## src/design/assert_macros.svh

```systemverilog
// assertion macros shared by the fraction arithmetic design
`ifndef ASSERT_MACROS_SVH
`define ASSERT_MACROS_SVH

// property must hold on every clock edge outside reset
`define RAR_ASSERT(lbl, prop) \
  lbl: assert property (@(posedge clk) disable iff (!rst_n) prop) \
    else $error("rar assertion failed");

// condition must never be seen outside reset
`define RAR_NEVER(lbl, cond) \
  lbl: assert property (@(posedge clk) disable iff (!rst_n) !(cond)) \
    else $error("rar forbidden condition");

`endif

```

## src/design/rar_pkg.sv

```systemverilog
// shared types and constants for the fraction arithmetic design
`timescale 1ns / 1ps

package rar_pkg;

  // operand magnitude, product and reduced value widths
  localparam int OPM_W  = 17;
  localparam int PROD_W = 2 * OPM_W;
  localparam int MAG_W  = 33;

  // operation codes
  localparam logic [1:0] ACT_ADD = 2'd0;
  localparam logic [1:0] ACT_SUB = 2'd1;
  localparam logic [1:0] ACT_MUL = 2'd2;
  localparam logic [1:0] ACT_DIV = 2'd3;

  typedef struct packed {
    logic [1:0]         action;
    logic signed [15:0] num_a;
    logic signed [15:0] den_a;
    logic signed [15:0] num_b;
    logic signed [15:0] den_b;
  } rar_in_t;

  typedef struct packed {
    logic        status;
    logic        negative;
    logic [31:0] whole_part;
    logic [29:0] frac_num;
    logic [30:0] frac_den;
    logic [31:0] reduced_num;
  } rar_out_t;

endpackage

```

## src/design/rar_mul.sv

```systemverilog
// bit-serial shift-add multiplier for operand magnitudes
`timescale 1ns / 1ps

module rar_mul (
  input  logic                       clk,
  input  logic                       rst_n,
  input  logic                       start,
  input  logic [rar_pkg::OPM_W-1:0]  mul_a,
  input  logic [rar_pkg::OPM_W-1:0]  mul_b,
  output logic                       done,
  output logic [rar_pkg::PROD_W-1:0] product
);
  import rar_pkg::*;

  localparam int CW = $clog2(OPM_W);

  logic              run_r, run_nxt;
  logic              done_r, done_nxt;
  logic [CW-1:0]     cnt_r, cnt_nxt;
  logic [PROD_W-1:0] acc_r, acc_nxt;
  logic [PROD_W-1:0] mcand_r, mcand_nxt;
  logic [OPM_W-1:0]  mplier_r, mplier_nxt;

  // one multiplier bit per cycle
  always_comb begin
    run_nxt    = run_r;
    done_nxt   = 1'b0;
    cnt_nxt    = cnt_r;
    acc_nxt    = acc_r;
    mcand_nxt  = mcand_r;
    mplier_nxt = mplier_r;
    if (start) begin
      run_nxt    = 1'b1;
      cnt_nxt    = '0;
      acc_nxt    = '0;
      mcand_nxt  = PROD_W'(mul_a);
      mplier_nxt = mul_b;
    end else if (run_r) begin
      if (mplier_r[0]) begin
        acc_nxt = acc_r + mcand_r;
      end
      mcand_nxt  = mcand_r << 1;
      mplier_nxt = mplier_r >> 1;
      cnt_nxt    = cnt_r + 1'b1;
      if (cnt_r == CW'(OPM_W - 1)) begin
        run_nxt  = 1'b0;
        done_nxt = 1'b1;
      end
    end
  end

  // control state
  always_ff @(posedge clk) begin
    if (!rst_n) begin
      run_r  <= 1'b0;
      done_r <= 1'b0;
    end else begin
      run_r  <= run_nxt;
      done_r <= done_nxt;
    end
  end

  // datapath
  always_ff @(posedge clk) begin
    cnt_r    <= cnt_nxt;
    acc_r    <= acc_nxt;
    mcand_r  <= mcand_nxt;
    mplier_r <= mplier_nxt;
  end

  assign done    = done_r;
  assign product = acc_r;

endmodule

```

## src/design/rar_gcd.sv

```systemverilog
// iterative binary gcd, one step per cycle
`timescale 1ns / 1ps

module rar_gcd (
  input  logic                      clk,
  input  logic                      rst_n,
  input  logic                      start,
  input  logic [rar_pkg::MAG_W-1:0] u_in,
  input  logic [rar_pkg::MAG_W-1:0] v_in,
  output logic                      done,
  output logic [rar_pkg::MAG_W-1:0] gcd
);
  import rar_pkg::*;

  localparam int KW = $clog2(MAG_W) + 1;

  logic             run_r, run_nxt;
  logic             shl_r, shl_nxt;
  logic             done_r, done_nxt;
  logic [MAG_W-1:0] u_r, u_nxt;
  logic [MAG_W-1:0] v_r, v_nxt;
  logic [MAG_W-1:0] g_r, g_nxt;
  logic [KW-1:0]    k_r, k_nxt;

  // strip common twos, reduce odd parts, then restore the twos serially
  always_comb begin
    run_nxt  = run_r;
    shl_nxt  = shl_r;
    done_nxt = 1'b0;
    u_nxt    = u_r;
    v_nxt    = v_r;
    g_nxt    = g_r;
    k_nxt    = k_r;
    if (start) begin
      run_nxt = 1'b1;
      shl_nxt = 1'b0;
      u_nxt   = u_in;
      v_nxt   = v_in;
      k_nxt   = '0;
    end else if (run_r) begin
      if (u_r == '0) begin
        g_nxt   = v_r;
        run_nxt = 1'b0;
        shl_nxt = 1'b1;
      end else if (v_r == '0) begin
        g_nxt   = u_r;
        run_nxt = 1'b0;
        shl_nxt = 1'b1;
      end else if (!u_r[0] && !v_r[0]) begin
        u_nxt = u_r >> 1;
        v_nxt = v_r >> 1;
        k_nxt = k_r + 1'b1;
      end else if (!u_r[0]) begin
        u_nxt = u_r >> 1;
      end else if (!v_r[0]) begin
        v_nxt = v_r >> 1;
      end else if (u_r >= v_r) begin
        u_nxt = u_r - v_r;
      end else begin
        v_nxt = v_r - u_r;
      end
    end else if (shl_r) begin
      if (k_r == '0) begin
        shl_nxt  = 1'b0;
        done_nxt = 1'b1;
      end else begin
        g_nxt = g_r << 1;
        k_nxt = k_r - 1'b1;
      end
    end
  end

  // control state
  always_ff @(posedge clk) begin
    if (!rst_n) begin
      run_r  <= 1'b0;
      shl_r  <= 1'b0;
      done_r <= 1'b0;
    end else begin
      run_r  <= run_nxt;
      shl_r  <= shl_nxt;
      done_r <= done_nxt;
    end
  end

  // datapath
  always_ff @(posedge clk) begin
    u_r <= u_nxt;
    v_r <= v_nxt;
    g_r <= g_nxt;
    k_r <= k_nxt;
  end

  assign done = done_r;
  assign gcd  = g_r;

endmodule

```

## src/design/rar_div.sv

```systemverilog
// restoring divider, one quotient bit per cycle
`timescale 1ns / 1ps

module rar_div (
  input  logic                      clk,
  input  logic                      rst_n,
  input  logic                      start,
  input  logic [rar_pkg::MAG_W-1:0] dividend,
  input  logic [rar_pkg::MAG_W-1:0] divisor,
  output logic                      done,
  output logic [rar_pkg::MAG_W-1:0] quotient,
  output logic [rar_pkg::MAG_W-1:0] remainder
);
  import rar_pkg::*;

  localparam int CW = $clog2(MAG_W);

  logic             run_r, run_nxt;
  logic             done_r, done_nxt;
  logic [CW-1:0]    cnt_r, cnt_nxt;
  logic [MAG_W-1:0] quo_r, quo_nxt;
  logic [MAG_W-1:0] rem_r, rem_nxt;
  logic [MAG_W-1:0] dvs_r, dvs_nxt;
  logic [MAG_W:0]   trial;
  logic             fits;

  assign trial = {rem_r, quo_r[MAG_W-1]};
  assign fits  = trial >= {1'b0, dvs_r};

  // shift in one dividend bit, subtract when the divisor fits
  always_comb begin
    run_nxt  = run_r;
    done_nxt = 1'b0;
    cnt_nxt  = cnt_r;
    quo_nxt  = quo_r;
    rem_nxt  = rem_r;
    dvs_nxt  = dvs_r;
    if (start) begin
      run_nxt = 1'b1;
      cnt_nxt = '0;
      quo_nxt = dividend;
      rem_nxt = '0;
      dvs_nxt = divisor;
    end else if (run_r) begin
      quo_nxt = {quo_r[MAG_W-2:0], fits};
      rem_nxt = fits ? MAG_W'(trial - {1'b0, dvs_r}) : trial[MAG_W-1:0];
      cnt_nxt = cnt_r + 1'b1;
      if (cnt_r == CW'(MAG_W - 1)) begin
        run_nxt  = 1'b0;
        done_nxt = 1'b1;
      end
    end
  end

  // control state
  always_ff @(posedge clk) begin
    if (!rst_n) begin
      run_r  <= 1'b0;
      done_r <= 1'b0;
    end else begin
      run_r  <= run_nxt;
      done_r <= done_nxt;
    end
  end

  // datapath
  always_ff @(posedge clk) begin
    cnt_r <= cnt_nxt;
    quo_r <= quo_nxt;
    rem_r <= rem_nxt;
    dvs_r <= dvs_nxt;
  end

  assign done      = done_r;
  assign quotient  = quo_r;
  assign remainder = rem_r;

endmodule

```

## src/design/rational_arithmetic_reduce.sv

```systemverilog
// top level: fraction add, subtract, multiply, divide with gcd reduction
`timescale 1ns / 1ps

// A transaction is taken when start is high and busy is low; busy then stays
// high until the result is out. The result appears for exactly one cycle with
// out_valid high and cannot be held off. A zero denominator, or a divide by a
// zero fraction, returns status 1 in the cycle after the start with no busy time.
// Otherwise one transaction runs three bit-serial products, a binary gcd of one
// step per cycle whose length is set by the operand values, and three restoring
// divisions on the shared divider. A new transaction may start in the cycle its
// predecessor's result is shown.
module rational_arithmetic_reduce #(
  parameter int OPERAND_WIDTH = 16
) (
  input  logic              clk,
  input  logic              rst_n,
  input  logic              start,
  output logic              busy,
  input  rar_pkg::rar_in_t  in_data,
  output logic              out_valid,
  output rar_pkg::rar_out_t out_data
);
  import rar_pkg::*;
  `include "assert_macros.svh"

  // operands wider than 16 bits take the input as non-negative
  localparam int EW = (OPERAND_WIDTH < 16) ? OPERAND_WIDTH : 16;
  localparam bit SX = (OPERAND_WIDTH <= 16);

  typedef enum logic [8:0] {
    ST_IDLE     = 9'b000000001,
    ST_MUL_GO   = 9'b000000010,
    ST_MUL_WAIT = 9'b000000100,
    ST_SUM      = 9'b000001000,
    ST_GCD_GO   = 9'b000010000,
    ST_GCD_WAIT = 9'b000100000,
    ST_DIV_GO   = 9'b001000000,
    ST_DIV_WAIT = 9'b010000000,
    ST_SPARE    = 9'b100000000
  } state_t;

  function automatic logic [OPM_W:0] operand(input logic [15:0] raw);
    logic [OPM_W-1:0] v;
    logic             neg;
    v   = OPM_W'(raw[EW-1:0]);
    neg = SX && raw[EW-1];
    return {neg, neg ? OPM_W'((OPM_W'(1) << EW) - v) : v};
  endfunction

  state_t            state_r, state_nxt;
  logic [1:0]        idx_r, idx_nxt;
  logic [1:0]        op_r;
  logic [OPM_W:0]    opa_r, opda_r, opb_r, opdb_r;
  logic [OPM_W:0]    opa, opda, opb, opdb;
  logic              undef;
  logic [MAG_W-1:0]  p0_r, p1_r, p2_r;
  logic              s0_r, s1_r, s2_r;
  logic [MAG_W-1:0]  nm_r, dm_r, g_r, rn_r, rd_r;
  logic              neg_r;
  logic              out_valid_r, out_valid_nxt;
  rar_out_t          out_r;
  logic [OPM_W-1:0]  mul_a, mul_b;
  logic              mul_sgn;
  logic              mul_done;
  logic [PROD_W-1:0] product;
  logic              gcd_done;
  logic [MAG_W-1:0]  gcd;
  logic [MAG_W-1:0]  dvd, dvs;
  logic              div_done;
  logic [MAG_W-1:0]  quo, rem;
  logic [MAG_W+1:0]  t0, t1, nsum;
  logic [MAG_W-1:0]  nmag;

  // sign split of the incoming operands
  assign opa   = operand(in_data.num_a);
  assign opda  = operand(in_data.den_a);
  assign opb   = operand(in_data.num_b);
  assign opdb  = operand(in_data.den_b);
  assign undef = (opda[OPM_W-1:0] == '0) || (opdb[OPM_W-1:0] == '0) ||
                 ((in_data.action == ACT_DIV) && (opb[OPM_W-1:0] == '0));

  // product operand selection: numerator terms, then denominator
  always_comb begin
    case (idx_r)
      2'd0: begin
        mul_a   = opa_r[OPM_W-1:0];
        mul_b   = (op_r == ACT_MUL) ? opb_r[OPM_W-1:0] : opdb_r[OPM_W-1:0];
        mul_sgn = opa_r[OPM_W] ^ ((op_r == ACT_MUL) ? opb_r[OPM_W] : opdb_r[OPM_W]);
      end
      2'd1: begin
        mul_a   = opb_r[OPM_W-1:0];
        mul_b   = opda_r[OPM_W-1:0];
        mul_sgn = opb_r[OPM_W] ^ opda_r[OPM_W];
      end
      default: begin
        mul_a   = opda_r[OPM_W-1:0];
        mul_b   = (op_r == ACT_DIV) ? opb_r[OPM_W-1:0] : opdb_r[OPM_W-1:0];
        mul_sgn = opda_r[OPM_W] ^ ((op_r == ACT_DIV) ? opb_r[OPM_W] : opdb_r[OPM_W]);
      end
    endcase
  end

  // signed numerator from the two cross products, or the first product alone for multiply and divide
  always_comb begin
    t0 = s0_r ? (MAG_W+2)'(-{2'b00, p0_r}) : {2'b00, p0_r};
    t1 = s1_r ? (MAG_W+2)'(-{2'b00, p1_r}) : {2'b00, p1_r};
    case (op_r)
      ACT_ADD: nsum = t0 + t1;
      ACT_SUB: nsum = t0 - t1;
      default: nsum = t0;
    endcase
    nmag = nsum[MAG_W+1] ? MAG_W'(-nsum) : nsum[MAG_W-1:0];
  end

  // divider operands: nm/g, dm/g, then the mixed split
  always_comb begin
    case (idx_r)
      2'd0:    begin dvd = nm_r; dvs = g_r;  end
      2'd1:    begin dvd = dm_r; dvs = g_r;  end
      default: begin dvd = rn_r; dvs = rd_r; end
    endcase
  end

  // sequencer
  always_comb begin
    state_nxt     = state_r;
    idx_nxt       = idx_r;
    out_valid_nxt = 1'b0;
    unique case (state_r)
      ST_IDLE: begin
        if (start) begin
          if (undef) begin
            out_valid_nxt = 1'b1;
          end else begin
            idx_nxt   = 2'd0;
            state_nxt = ST_MUL_GO;
          end
        end
      end
      ST_MUL_GO:   state_nxt = ST_MUL_WAIT;
      ST_MUL_WAIT: begin
        if (mul_done) begin
          if (idx_r == 2'd2) begin
            state_nxt = ST_SUM;
          end else begin
            idx_nxt   = idx_r + 1'b1;
            state_nxt = ST_MUL_GO;
          end
        end
      end
      ST_SUM:      state_nxt = ST_GCD_GO;
      ST_GCD_GO:   state_nxt = ST_GCD_WAIT;
      ST_GCD_WAIT: begin
        if (gcd_done) begin
          idx_nxt   = 2'd0;
          state_nxt = ST_DIV_GO;
        end
      end
      ST_DIV_GO:   state_nxt = ST_DIV_WAIT;
      ST_DIV_WAIT: begin
        if (div_done) begin
          if (idx_r == 2'd2) begin
            out_valid_nxt = 1'b1;
            state_nxt     = ST_IDLE;
          end else begin
            idx_nxt   = idx_r + 1'b1;
            state_nxt = ST_DIV_GO;
          end
        end
      end
      default:     state_nxt = ST_IDLE;
    endcase
  end

  // control state
  always_ff @(posedge clk) begin
    if (!rst_n) begin
      state_r     <= ST_IDLE;
      idx_r       <= 2'd0;
      out_valid_r <= 1'b0;
    end else begin
      state_r     <= state_nxt;
      idx_r       <= idx_nxt;
      out_valid_r <= out_valid_nxt;
    end
  end

  // operand, intermediate and result registers
  always_ff @(posedge clk) begin
    if (state_r == ST_IDLE && start) begin
      op_r   <= in_data.action;
      opa_r  <= opa;
      opda_r <= opda;
      opb_r  <= opb;
      opdb_r <= opdb;
      out_r  <= '{status: 1'b1, default: '0};
    end
    if (state_r == ST_MUL_WAIT && mul_done) begin
      case (idx_r)
        2'd0:    begin p0_r <= product[MAG_W-1:0]; s0_r <= mul_sgn; end
        2'd1:    begin p1_r <= product[MAG_W-1:0]; s1_r <= mul_sgn; end
        default: begin p2_r <= product[MAG_W-1:0]; s2_r <= mul_sgn; end
      endcase
    end
    if (state_r == ST_SUM) begin
      nm_r  <= nmag;
      dm_r  <= p2_r;
      neg_r <= (nmag != '0) && (nsum[MAG_W+1] ^ s2_r);
    end
    if (state_r == ST_GCD_WAIT && gcd_done) begin
      g_r <= gcd;
    end
    if (state_r == ST_DIV_WAIT && div_done) begin
      case (idx_r)
        2'd0:    rn_r <= quo;
        2'd1:    rd_r <= quo;
        default: begin
          out_r <= '{status: 1'b0, negative: neg_r, whole_part: quo[31:0],
                     frac_num: rem[29:0], frac_den: rd_r[30:0],
                     reduced_num: rn_r[31:0]};
        end
      endcase
    end
  end

  rar_mul u_mul (
    .clk     (clk),
    .rst_n   (rst_n),
    .start   (state_r == ST_MUL_GO),
    .mul_a   (mul_a),
    .mul_b   (mul_b),
    .done    (mul_done),
    .product (product)
  );

  rar_gcd u_gcd (
    .clk   (clk),
    .rst_n (rst_n),
    .start (state_r == ST_GCD_GO),
    .u_in  (nm_r),
    .v_in  (dm_r),
    .done  (gcd_done),
    .gcd   (gcd)
  );

  rar_div u_div (
    .clk       (clk),
    .rst_n     (rst_n),
    .start     (state_r == ST_DIV_GO),
    .dividend  (dvd),
    .divisor   (dvs),
    .done      (div_done),
    .quotient  (quo),
    .remainder (rem)
  );

  assign busy      = (state_r != ST_IDLE);
  assign out_valid = out_valid_r;
  assign out_data  = out_r;

  // a result only follows a transaction in flight or just taken
  `RAR_ASSERT(a_out_after_work, out_valid |-> ($past(busy) || $past(start)))
  // the block is free again when a result is shown
  `RAR_ASSERT(a_out_idle, out_valid |-> !busy)
  // an undefined result carries no sign
  `RAR_NEVER(a_undef_clean, out_valid && out_data.status && out_data.negative)

endmodule

```

## config.mk

```make
export PLATFORM = sky130hd
export DESIGN_NAME = rational_arithmetic_reduce
export DESIGN_NICKNAME = d
export VERILOG_FILES = /design/src/design/rar_pkg.sv /design/src/design/rar_mul.sv /design/src/design/rar_gcd.sv /design/src/design/rar_div.sv /design/src/design/rational_arithmetic_reduce.sv
export VERILOG_INCLUDE_DIRS = /design/src /design/src/design
export SDC_FILE = /design/constraint.sdc
export NUM_CORES = 2
export LEC_CHECK = 0
export BUFFER_PORTS_ARGS = -buffer_cell sky130_fd_sc_hd__buf_2
export CAP_MARGIN = 0
export CORE_MARGIN = 5
export CORE_UTILIZATION = 35
export DETAILED_ROUTE_END_ITERATION = 12
export PLACE_DENSITY = 0.51
export REMOVE_ABC_BUFFERS = 1
export SETUP_SLACK_MARGIN = 0.15
export SLEW_MARGIN = 10
export SYNTH_ARGS = -nofsm -noshare
export SYNTH_HDL_FRONTEND = slang
export SYNTH_SLANG_ARGS = --single-unit
export TNS_END_PERCENT = 50
```

## constraint.sdc

```tcl
create_clock -name clk -period 13.7 [get_ports clk]
set_input_delay 2.74 -clock clk [delete_from_list [all_inputs] [get_ports clk]]
set_output_delay 2.74 -clock clk [all_outputs]
set_load 0.02 [all_outputs]
```

==> key figures <==
Power and ir drop
  • Power Density: 122 nW/um^2
  • LEAKAGE: 18.7 nW
  • Final Power: 6.02 mW
  • Maximum vdd drop: 0.0935 mV

Drt
  • Antenna Nets Post-Route: 0
  • Wire length per cell: 20.5 um
  • Vias: 34,169
  • DRT iter0 DRCs: 2,397
  • TritonRoute pass-1 iters: 5
  • Vias per cell: 5.33
  • DRC viols: 0
  • Final WL: 132 mm

Synthesis
  • Synth area leader: edfxtp_1
  • Seq/Total Area, Yosys: 0.483
  • Post-Syn Area per Cell: 9.51 sq um
  • Netlist cell types: 96
  • Synth area leaders: edfxtp_1, dfxtp_1, nand2_1
  • Synth warn: 0
  • Post-synth EDFFs: 541
  • Async SR Flop Fraction: 0
  • Seq cells post-synth: 786
  • Post-Syn Area: 43,800 sq um
  • Most frequent cells after synthesis: nand2_1, edfxtp_1, a21oi_1
  • Top-count cell post-synth: nand2_1
  • Mapped Cells: 4,603
  • Synth Flop Type: edfxtp_1
  • Top-area cell type share of the netlist area: 0.371

Floorplanning
  • Die Ht: 364 um
  • Starting density of the core: 0.353
  • Die Width: 364 um
  • Core ar.: 124,000 sq um
  • # rows: 129
  • I/O pin cnt: 198
  • Die ar.: 132,000 sq um

Clock network
  • Post-CTS Resized: 0
  • Root buffer cell: clkbuf_16
  • Number of clock sinks: 786
  • CTS tree: done
  • Postcts setup bufs: 0
  • CTS H-tree lvls: 3
  • Clock latency at the later pin of the worst-skew pair: 0.69 ns
  • CTS Hold Bufs: 0
  • Clock Tree Buf Depth: 3
  • Worst-path clk slew: 0.06 ns
  • CTS Buf Count: 91

Critical path
  • CP Data Required Time: 14.13 ns
  • Crit end category: register
  • Cell repeated most along the worst path: nor2_1
  • Buf+Inv Stages, Crit Path: 1
  • Crit path launch type: register
  • Crit path DAT: 8.27 ns
  • Worst Setup Path Type: reg -> reg
  • Worst path max stage delay: 0.92 ns
  • Family with the most delay on the worst path: simple AND/OR/NAND/NOR gates
  • Worst-path fanout max: 33
  • Slowest CP cell: or3_1

Global route
  • Vias in the first global route: 33,230
  • GRT Overall Usage: 0.192
  • Gr ovfl total: 0
  • Largest net degree at the start of global routing: 107
  • Initial antenna violation count: 1
  • First-pass GRT wire length: 200 mm

Run
  • Max_cap viols: 0

Timing
  • Clock skew after layout: 0.0491 ns
  • Achievable frequency: 128 MHz
  • RSZ-0062 raised after global routing: no
  • Fin crit share: 0.572
  • Setup TNS: 0 ns
  • Actual slew at the worst max-slew pin: 1.17 ns
  • Crit path time final: 7.84 ns
  • Max-slew headroom: 0.218
  • Endpoints failing setup: 0
  • Max Slew Vio Count: 0
  • Final Hold Fails: 0

Final layout
  • Max FFs per register: 127
  • Layout cells sized above 1: 0.100
  • Final #Nets: 4,958
  • Design area: 49,300 sq um
  • Non-filler cells, final: 6,412
  • Area Growth Syn to Fin: 12.6%

Placed design
  • Dpl hpwl: 96.2 mm
  • Routability cong.: 0.928
  • Placed Cells: 6,239
  • PortBufs: 197
  • Placed Area: 46,300 sq um

Min path
  • HP Class: reg -> reg

Status
  • Status: completed
## through the flow
stage,util,worst slack (ns),hold WS (ns)
final,0.398,5.86,0.414
after global routing,0.398,5.17,0.428
after CTS,0.398,5.91,0.409
after detailed placement,0.374,5.87,0.405
after global placement,0.374,6.03,0.401
after floorplan,-,5.11,0.400
## layout by cell type, fill, tap and decap left out, types with 33 or more instances in the layout
master | synthesis | final
nor2_1 | 323 | 321
ha_1 | 188 | 186
xor2_1 | 119 | 119
a221o_1 | 33 | 33
a21oi_1 | 428 | 428
o31ai_1 | 41 | 41
nand2_1 | 652 | 649
o21ai_0 | 384 | 383
a22o_1 | 53 | 53
buf_2 | 8 | 197
nand4_1 | 35 | 35
nor3_1 | 79 | 77
nor4_1 | 42 | 42
a21o_1 | 75 | 75
xnor2_1 | 204 | 204
and3_1 | 56 | 51
nand2b_1 | 39 | 37
buf_4 | 0 | 46
or3_1 | 51 | 51
nand3_1 | 43 | 42
inv_1 | 197 | 196
clkbuf_16 | 0 | 92
edfxtp_1 | 541 | 541
mux2i_1 | 35 | 35
dfxtp_1 | 245 | 243
o21bai_1 | 34 | 34
## area by class of cell
type	instances	area [sq um]
fill	12414	74600
antenna	1	2.50
inverter	199	747
sequential	786	21200
clock inverter	47	429
tap	1637	2050
clock buffer	125	2560
timing repair buffer	243	1330
multi-input combinational	3374	21000
## power breakdown
group	switching (mW)	internal (mW)
clock	1.03	1.39
sequential	0.141	2.66
combinational	0.500	0.303
## cell families after synthesis
logic type / synth area share
AO/OA/AOI/OAI: 0.188
XOR/XNOR: 0.0646
adder cells (fa/ha/maj): 0.0565
buffers and inverters: 0.0387
flip-flops: 0.483
multiplexers: 0.0131
other: 0.0000856
AND/OR/NAND/NOR: 0.156
## path summary, 6_finish.rpt
| check | from | endpoint | slack (ns) | depth (start not counted) |
|---|---|---|---|---|
| setup / recovery | p1_r[0] | neg_r | 5.86 | 28 |
| hold / removal | p2_r[29] | dm_r[29] | 0.41 | 0 |
| setup reg to reg | p1_r[0] | neg_r | 5.86 | 28 |
| hold reg to reg | p2_r[29] | dm_r[29] | 0.41 | 0 |
## routing by layer
metal,routed length (um),global-route usage,vias up
met5,0,0,-
met2,63000,0.331,698
li1,-,-,16883
met4,3980,0.0604,0
met1,59700,0.252,16390
met3,4870,0.0246,198
No activity file was read; power rests on OpenSTA's default activity.
